### src/design/smp_pkg.sv
`timescale 1ns / 1ps
`default_nettype none

package smp_pkg;

  // Field widths.
  localparam int ModeW = 12;
  localparam int WhoW  = 9;
  localparam int CharW = 8;

  // Function codes of an input beat.
  localparam logic FUNC_LOAD = 1'b0;
  localparam logic FUNC_CHAR = 1'b1;

  // Pending operator codes.
  localparam logic [1:0] OP_NONE   = 2'd0;
  localparam logic [1:0] OP_PLUS   = 2'd1;
  localparam logic [1:0] OP_MINUS  = 2'd2;
  localparam logic [1:0] OP_EQUALS = 2'd3;

  // Clause phase codes.
  localparam logic [1:0] PH_WHO  = 2'd0;
  localparam logic [1:0] PH_OP   = 2'd1;
  localparam logic [1:0] PH_PERM = 2'd2;
  localparam logic [1:0] PH_COPY = 2'd3;

  // Status codes.
  localparam logic ST_OK    = 1'b0;
  localparam logic ST_ERROR = 1'b1;

  // Characters of the mode string.
  localparam logic [CharW-1:0] CH_ZERO  = "0";
  localparam logic [CharW-1:0] CH_SEVEN = "7";
  localparam logic [CharW-1:0] CH_PLUS  = "+";
  localparam logic [CharW-1:0] CH_MINUS = "-";
  localparam logic [CharW-1:0] CH_EQ    = "=";
  localparam logic [CharW-1:0] CH_COMMA = ",";
  localparam logic [CharW-1:0] CH_U     = "u";
  localparam logic [CharW-1:0] CH_G     = "g";
  localparam logic [CharW-1:0] CH_O     = "o";
  localparam logic [CharW-1:0] CH_A     = "a";
  localparam logic [CharW-1:0] CH_R     = "r";
  localparam logic [CharW-1:0] CH_W     = "w";
  localparam logic [CharW-1:0] CH_X     = "x";
  localparam logic [CharW-1:0] CH_T     = "t";

  // Permission masks.
  localparam logic [WhoW-1:0]  WHO_USER  = 9'o700;
  localparam logic [WhoW-1:0]  WHO_GROUP = 9'o070;
  localparam logic [WhoW-1:0]  WHO_OTHER = 9'o007;
  localparam logic [WhoW-1:0]  WHO_ALL   = 9'o777;
  localparam logic [WhoW-1:0]  READ_BITS = 9'o444;
  localparam logic [WhoW-1:0]  WRITE_BITS = 9'o222;
  localparam logic [WhoW-1:0]  EXEC_BITS = 9'o111;
  localparam logic [ModeW-1:0] STICKY_BIT = 12'o1000;

  typedef struct packed {
    logic             func;
    logic [ModeW-1:0] start_mode;
    logic [CharW-1:0] character;
    logic             last;
  } item_t;

  typedef struct packed {
    logic [ModeW-1:0] final_mode;
    logic             status;
  } result_t;

  // Parser state carried from one character to the next.
  typedef struct packed {
    logic [ModeW-1:0] original_mode;
    logic [ModeW-1:0] working_mode;
    logic [ModeW-1:0] octal_value;
    logic             all_octal;
    logic [1:0]       clause_phase;
    logic [WhoW-1:0]  who_mask;
    logic [ModeW-1:0] work_mask;
    logic [1:0]       pending_op;
    logic             error_seen;
  } state_t;

  // Fresh string state for a given start mode.
  function automatic state_t begin_string(logic [ModeW-1:0] orig);
    state_t s;
    s.original_mode = orig;
    s.working_mode  = orig;
    s.octal_value   = '0;
    s.all_octal     = 1'b1;
    s.clause_phase  = PH_WHO;
    s.who_mask      = '0;
    s.work_mask     = '0;
    s.pending_op    = OP_NONE;
    s.error_seen    = 1'b0;
    return s;
  endfunction

  // Applies the pending operator to the working mode.
  function automatic logic [ModeW-1:0] apply_op(logic [1:0] op, logic [ModeW-1:0] wm,
                                               logic [WhoW-1:0] who,
                                               logic [ModeW-1:0] wk);
    logic [ModeW-1:0] r;
    case (op)
      OP_PLUS:   r = wm | wk;
      OP_MINUS:  r = wm & ~wk;
      OP_EQUALS: r = (wm & ~{3'b000, who}) | wk;
      default:   r = wm;
    endcase
    return r;
  endfunction

endpackage

`default_nettype wire

### src/design/symbolic_mode_parser.sv
`timescale 1ns / 1ps
`default_nettype none

// Symbolic mode parser: edits a 12-bit file mode with a chmod-style mode string fed one
// character per beat. A load beat (func 0) sets the start mode and opens a string; each
// character beat advances the parse, and the character marked last yields one result beat
// with the final mode and a status (error returns the start mode). The block takes one beat
// per cycle unless stalled; the whole parse step is done while a beat is in the input register,
// and its result enters the output register on the next edge. The input side stalls only
// while a result is due and the output register holds a result that is itself stalled.
module symbolic_mode_parser (
  input  wire                   clk,
  input  wire                   rst,
  input  wire                   item_valid,
  output logic                  item_stall,
  input  wire smp_pkg::item_t   item,
  output logic                  result_valid,
  input  wire                   result_stall,
  output smp_pkg::result_t      result
);
  import smp_pkg::*;

  item_t   beat;
  logic    beat_valid;
  state_t  st;
  state_t  st_next;
  logic    fire;
  result_t res;
  logic    out_free;
  logic    advance;

  smp_step u_step (
    .st      (st),
    .beat    (beat),
    .st_next (st_next),
    .fire    (fire),
    .res     (res)
  );

  // The held beat moves on unless it needs the output register and that is full and stalled.
  assign out_free   = !result_valid || !result_stall;
  assign advance    = beat_valid && (!fire || out_free);
  assign item_stall = beat_valid && !advance;

  // Input register.
  always_ff @(posedge clk) begin
    if (rst) begin
      beat_valid <= 1'b0;
    end else if (!item_stall) begin
      beat_valid <= item_valid;
    end
    if (!item_stall && item_valid) begin
      beat <= item;
    end
  end

  // Parser state.
  always_ff @(posedge clk) begin
    if (rst) begin
      st <= begin_string('0);
    end else if (advance) begin
      st <= st_next;
    end
  end

  // Output register.
  always_ff @(posedge clk) begin
    if (rst) begin
      result_valid <= 1'b0;
    end else if (out_free) begin
      result_valid <= advance && fire;
    end
    if (out_free && advance && fire) begin
      result <= res;
    end
  end

endmodule

`default_nettype wire

### src/design/smp_step.sv
`timescale 1ns / 1ps
`default_nettype none

// Next-state and result logic for one input beat.
module smp_step (
  input  wire smp_pkg::state_t  st,
  input  wire smp_pkg::item_t   beat,
  output smp_pkg::state_t       st_next,
  output logic                  fire,
  output smp_pkg::result_t      res
);
  import smp_pkg::*;

  always_comb begin
    state_t           s;
    logic [CharW-1:0] c;
    logic [1:0]       op;
    logic [WhoW-1:0]  wb;
    logic [2:0]       cls;

    s    = st;
    c    = beat.character;
    fire = 1'b0;
    res  = '0;
    cls  = '0;

    // Operator decode.
    case (c)
      CH_PLUS:  op = OP_PLUS;
      CH_MINUS: op = OP_MINUS;
      CH_EQ:    op = OP_EQUALS;
      default:  op = OP_NONE;
    endcase

    // Who letter decode.
    case (c)
      CH_U:    wb = WHO_USER;
      CH_G:    wb = WHO_GROUP;
      CH_O:    wb = WHO_OTHER;
      CH_A:    wb = WHO_ALL;
      default: wb = '0;
    endcase

    if (beat.func == FUNC_LOAD) begin
      s = begin_string(beat.start_mode);
    end else begin
      // Octal reading runs alongside the symbolic parse.
      if (c inside {[CH_ZERO:CH_SEVEN]}) begin
        s.octal_value = {s.octal_value[ModeW-4:0], c[2:0]};
      end else begin
        s.all_octal = 1'b0;
      end

      if (!s.error_seen) begin
        if (s.clause_phase == PH_WHO) begin
          if (wb != '0) begin
            s.who_mask = s.who_mask | wb;
          end else if (op != OP_NONE) begin
            if (s.who_mask == '0) begin
              s.who_mask = WHO_ALL;
            end
            s.pending_op   = op;
            s.work_mask    = '0;
            s.clause_phase = PH_OP;
          end else begin
            s.error_seen = 1'b1;
          end
        end else if (op != OP_NONE) begin
          s.working_mode = apply_op(s.pending_op, s.working_mode, s.who_mask, s.work_mask);
          s.work_mask    = '0;
          s.pending_op   = op;
          s.clause_phase = PH_OP;
        end else if (c == CH_COMMA) begin
          s.working_mode = apply_op(s.pending_op, s.working_mode, s.who_mask, s.work_mask);
          s.work_mask    = '0;
          s.pending_op   = OP_NONE;
          s.clause_phase = PH_WHO;
          s.who_mask     = '0;
        end else if (s.clause_phase == PH_COPY) begin
          s.error_seen = 1'b1;
        end else if (c == CH_R) begin
          s.work_mask    = s.work_mask | {3'b000, s.who_mask & READ_BITS};
          s.clause_phase = PH_PERM;
        end else if (c == CH_W) begin
          s.work_mask    = s.work_mask | {3'b000, s.who_mask & WRITE_BITS};
          s.clause_phase = PH_PERM;
        end else if (c == CH_X) begin
          s.work_mask    = s.work_mask | {3'b000, s.who_mask & EXEC_BITS};
          s.clause_phase = PH_PERM;
        end else if (c == CH_T) begin
          s.work_mask    = s.work_mask | STICKY_BIT;
          s.clause_phase = PH_PERM;
        end else if (s.clause_phase == PH_OP && (c == CH_U || c == CH_G || c == CH_O)) begin
          // Copy a class of the start mode into every named class.
          case (c)
            CH_U:    cls = s.original_mode[8:6];
            CH_G:    cls = s.original_mode[5:3];
            default: cls = s.original_mode[2:0];
          endcase
          s.work_mask    = {3'b000, s.who_mask & {cls, cls, cls}};
          s.clause_phase = PH_COPY;
        end else begin
          s.error_seen = 1'b1;
        end
      end

      // Last character closes the string and gives the result.
      if (beat.last) begin
        fire = 1'b1;
        if (s.all_octal) begin
          res.final_mode = s.octal_value;
          res.status     = ST_OK;
        end else if (s.error_seen || s.clause_phase == PH_WHO) begin
          res.final_mode = s.original_mode;
          res.status     = ST_ERROR;
        end else begin
          res.final_mode = apply_op(s.pending_op, s.working_mode, s.who_mask, s.work_mask);
          res.status     = ST_OK;
        end
        s = begin_string(s.original_mode);
      end
    end

    st_next = s;
  end

endmodule

`default_nettype wire

### config.mk
export PLATFORM = sky130hd
export DESIGN_NAME = symbolic_mode_parser
export DESIGN_NICKNAME = d
export VERILOG_FILES = /design/src/design/smp_pkg.sv /design/src/design/symbolic_mode_parser.sv /design/src/design/smp_step.sv
export SDC_FILE = /design/constraint.sdc
export NUM_CORES = 1
export LEC_CHECK = 0
export ABC_AREA = 1
export ABC_CLOCK_PERIOD_IN_PS = 2400
export BUFFER_PORTS_ARGS = -buffer_cell sky130_fd_sc_hd__buf_2
export CORE_MARGIN = 8
export CORE_UTILIZATION = 45
export DETAILED_ROUTE_END_ITERATION = 8
export PLACE_DENSITY = 0.67
export SYNTH_ARGS = -nofsm -noshare
export SYNTH_HDL_FRONTEND = slang
export SYNTH_HIERARCHICAL = 1
export SYNTH_SLANG_ARGS = --single-unit
### constraint.sdc
create_clock -name clk -period 2.4 [get_ports clk]
set_input_delay 0.48 -clock clk [delete_from_list [all_inputs] [get_ports clk]]
set_output_delay 0.48 -clock clk [all_outputs]
set_load 0.02 [all_outputs]
==> impl_metrics.sql <==
INSERT INTO impl_metrics (metric_group, metric, value, unit) VALUES
('timing', 'hold_viol_final', '0', ''),
('placement', 'routabilityCongestion', '0.9505', ''),
('drt', 'finalWirelength', '22.76', 'mm'),
('floorplanning', 'chipHeight', '139.5', 'um'),
('drt', 'route.vias.total', '7521', ''),
('pwr', 'p_seq_share', '43.9', '%'),
('finish', 'insertedDiodeCount', '0', ''),
('critical_path', 'worst-endpoint-required', '2.50', 'ns'),
('clocking', 'clk_root_buffer_cell', 'sky130_fd_sc_hd__clkbuf_16', ''),
('floorplanning', 'initial_core_util', '45.63', '%'),
('run', 'drv_cap', '0', ''),
('finish', 'areaGrowthSynthToFinish', '25.57', '%'),
('critical_path', 'critPathCapture', 'result[6]', ''),
('timing', 'max_slew.worst_pin.slew', '1.134', 'ns'),
('finish', 'finish.utilization', '57.29', '%'),
('grt', 'grt_pass1_wl', '34.73', 'mm'),
('timing', 'fin_crit', '2.459', 'ns'),
('grt', 'grt_start_max_net_pins', '122', ''),
('pwr', 'vdd_ir_drop_max', '0.4164', 'mV'),
('clocking', 'clock_edge_transition_at_the_registers_on_the_reported_setup_and_hold_paths', '0.07', 'ns'),
('timing', 'layout_worst_path_cycle_share', '102.5', '%'),
('pwr', 'p_switching', '1.398', 'mW'),
('floorplanning', 'io_pins', '41', ''),
('pwr', 'powerDensity', '499.5', 'nW/um2'),
('run_status', 'failed_checks', 'negative setup slack', ''),
('floorplanning', 'core_region_area', '15030', 'um2'),
('drt', 'detailed_route_iter0_violations', '753', ''),
('clocking', 'cts_htree_levels', '3', ''),
('critical_path', 'startpoint', 'beat[3]', ''),
('drt', 'detail_route.drc_violations', '0', ''),
('pwr', 'share_comb_of_total_power', '22.5', '%'),
('critical_path', 'cp-end-kind', 'flop', ''),
('pwr', 'share_clk_of_total_power', '33.7', '%'),
('finish', 'drive_above_1_share', '27.79', '%'),
('timing', 'setup_ws', '-0.05937', 'ns'),
('yosys', 'syn-instance-count', '1090', ''),
('clocking', 'maximum_buffer_depth_of_the_clock_tree', '2', ''),
('floorplanning', 'die_w', '139.5', 'um'),
('critical_path', 'crit_cells', '14', ''),
('grt', 'antenna_found_initial', '0', ''),
('pwr', 'static-leakage-power', '3.960', 'nW'),
('critical_path', 'timing.critical_path.from_type', 'flop', ''),
('critical_path', 'r2r_cells', '14', ''),
('drt', 'drt-pass1-iter-count', '5', ''),
('timing', 'finalSetupViolations', '9', ''),
('critical_path', 'critical_path.max_fanout', '8', ''),
('critical_path', 'r2r_start', 'beat[3]', ''),
('drt', 'drt.antenna.violating_nets', '0', ''),
('timing', 'final_max_slew_viol_count', '0', ''),
('grt', 'grt.total_usage', '22.37', '%'),
('finish', 'nFillCells', '1443', ''),
('pwr', 'post-layout-total-power', '4.302', 'mW'),
('yosys', 'ys_warn_count', '6', ''),
('critical_path', 'crit_type', 'reg -> reg', ''),
('floorplanning', 'fp.dieArea', '19450', 'um2'),
('run_status', 'status', 'finished with violations', ''),
('critical_path', 'cpLargestDelayFamily', 'simple AND/OR/NAND/NOR gates', ''),
('yosys', 'post_synthesis_cell_area', '6859', 'um2'),
('critical_path', 'critPathArrivalTime', '2.56', 'ns'),
('critical_path', 'regToRegSetupSlack', '-0.06', 'ns'),
('pwr', 'power.switching_fraction', '32.50', '%'),
('drt', 'routedWlPerCell', '16.50', 'um'),
('clocking', 'insertion_delay', '0.36', 'ns'),
('placement', 'hpwl', '16.31', 'mm'),
('clocking', 'numClockSinks', '97', ''),
('critical_path', 'crit_path_top_delay_cell', 'sky130_fd_sc_hd__edfxtp_1', ''),
('drt', 'drt-vias-per-instance', '5.454', ''),
('hold_path', 'worst_min_path_class', 'in -> reg', ''),
('placement', 'dpl_worst_slack', '-0.1649', 'ns'),
('timing', 'fin_skew', '0.009171', 'ns'),
('critical_path', 'worst_r2r_endpoint', 'result[6]', '');
[worst min path at each step]
stage	from	end	cells after the start
floorplan	st[26]	st[26]	2
global placement	st[26]	st[26]	2
detailed placement	st[26]	st[26]	2
CTS	item[14]	beat[14]	1
global route	item[16]	beat[16]	1
finish	item[21]	beat[21]	1
[what timing repair did]
item	CTS	global route
resized for setup	15	128
setup endpoints to repair	12	36
buffers inserted	6	19
gates cloned	0	1
pin swaps	2	39
[placed cells by master (no fill, tap or decap), drive strengths merged]
cell and instances:
a21oi 121, a22oi 2, o22ai 1, clkinvlp 1, a31o 3, nor2 127
dfxtp 62, clkbuf 11, inv 149, a21boi 1, nand4 5, clkinv 2
o211ai 2, nor3 6, edfxtp 35, o21ai 61, a31oi 10, nand2 333
or2 3, nand3 115, a22o 1, buf 140
[sequential cells by signal (all words and copies together) (netlist names)]
register / count
beat_valid: 1
result: 13
result_valid: 1
st: 60
beat: 22
[layout make-up]
cell class / instances / area, um2 / area share (%)
clock buffers: 10 / 229.0 / 2.658
clock inverters: 6 / 61.31 / 0.7118
inverters: 146 / 565.5 / 6.566
multi-input cells: 791 / 4119 / 47.82
flip-flops and latches: 97 / 2296 / 26.66
well taps: 188 / 235.2 / 2.731
repair buffers: 141 / 1107 / 12.86
[power groups by stage]
| stage | Sequential [mW] | Combinational (mW) | Clock, mW |
|---|---|---|---|
| finish | 1.89 | 0.966 | 1.45 |
| CTS | 1.88 | 0.856 | 1.47 |
| floorplan | 1.89 | 0.560 | 0 |
| detailed placement | 1.92 | 0.836 | 0 |
| global route | 1.90 | 1.06 | 1.53 |
| global placement | 1.92 | 0.832 | 0 |
[per-layer routing]
layer | up-vias | track usage (%) | part of all wire, %
li1 | 3691 | - | -
met4 | 0 | 6.875 | 2.7
met3 | 45 | 4.959 | 7.0
met5 | - | 0 | 0
met1 | 3480 | 29.82 | 44
met2 | 305 | 35.30 | 47
[metrics by stage]
step                hold slack (ns)  instances  area (um2)
detailed placement           0.4528       1337        7644
finish                       0.2942       1379        8613
floorplan                    0.4289       1090        6862
global placement             0.4438       1337        7644
CTS                          0.2847       1359        8025
global route                 0.2811       1379        8613
Power figures use the tool's default switching activity.
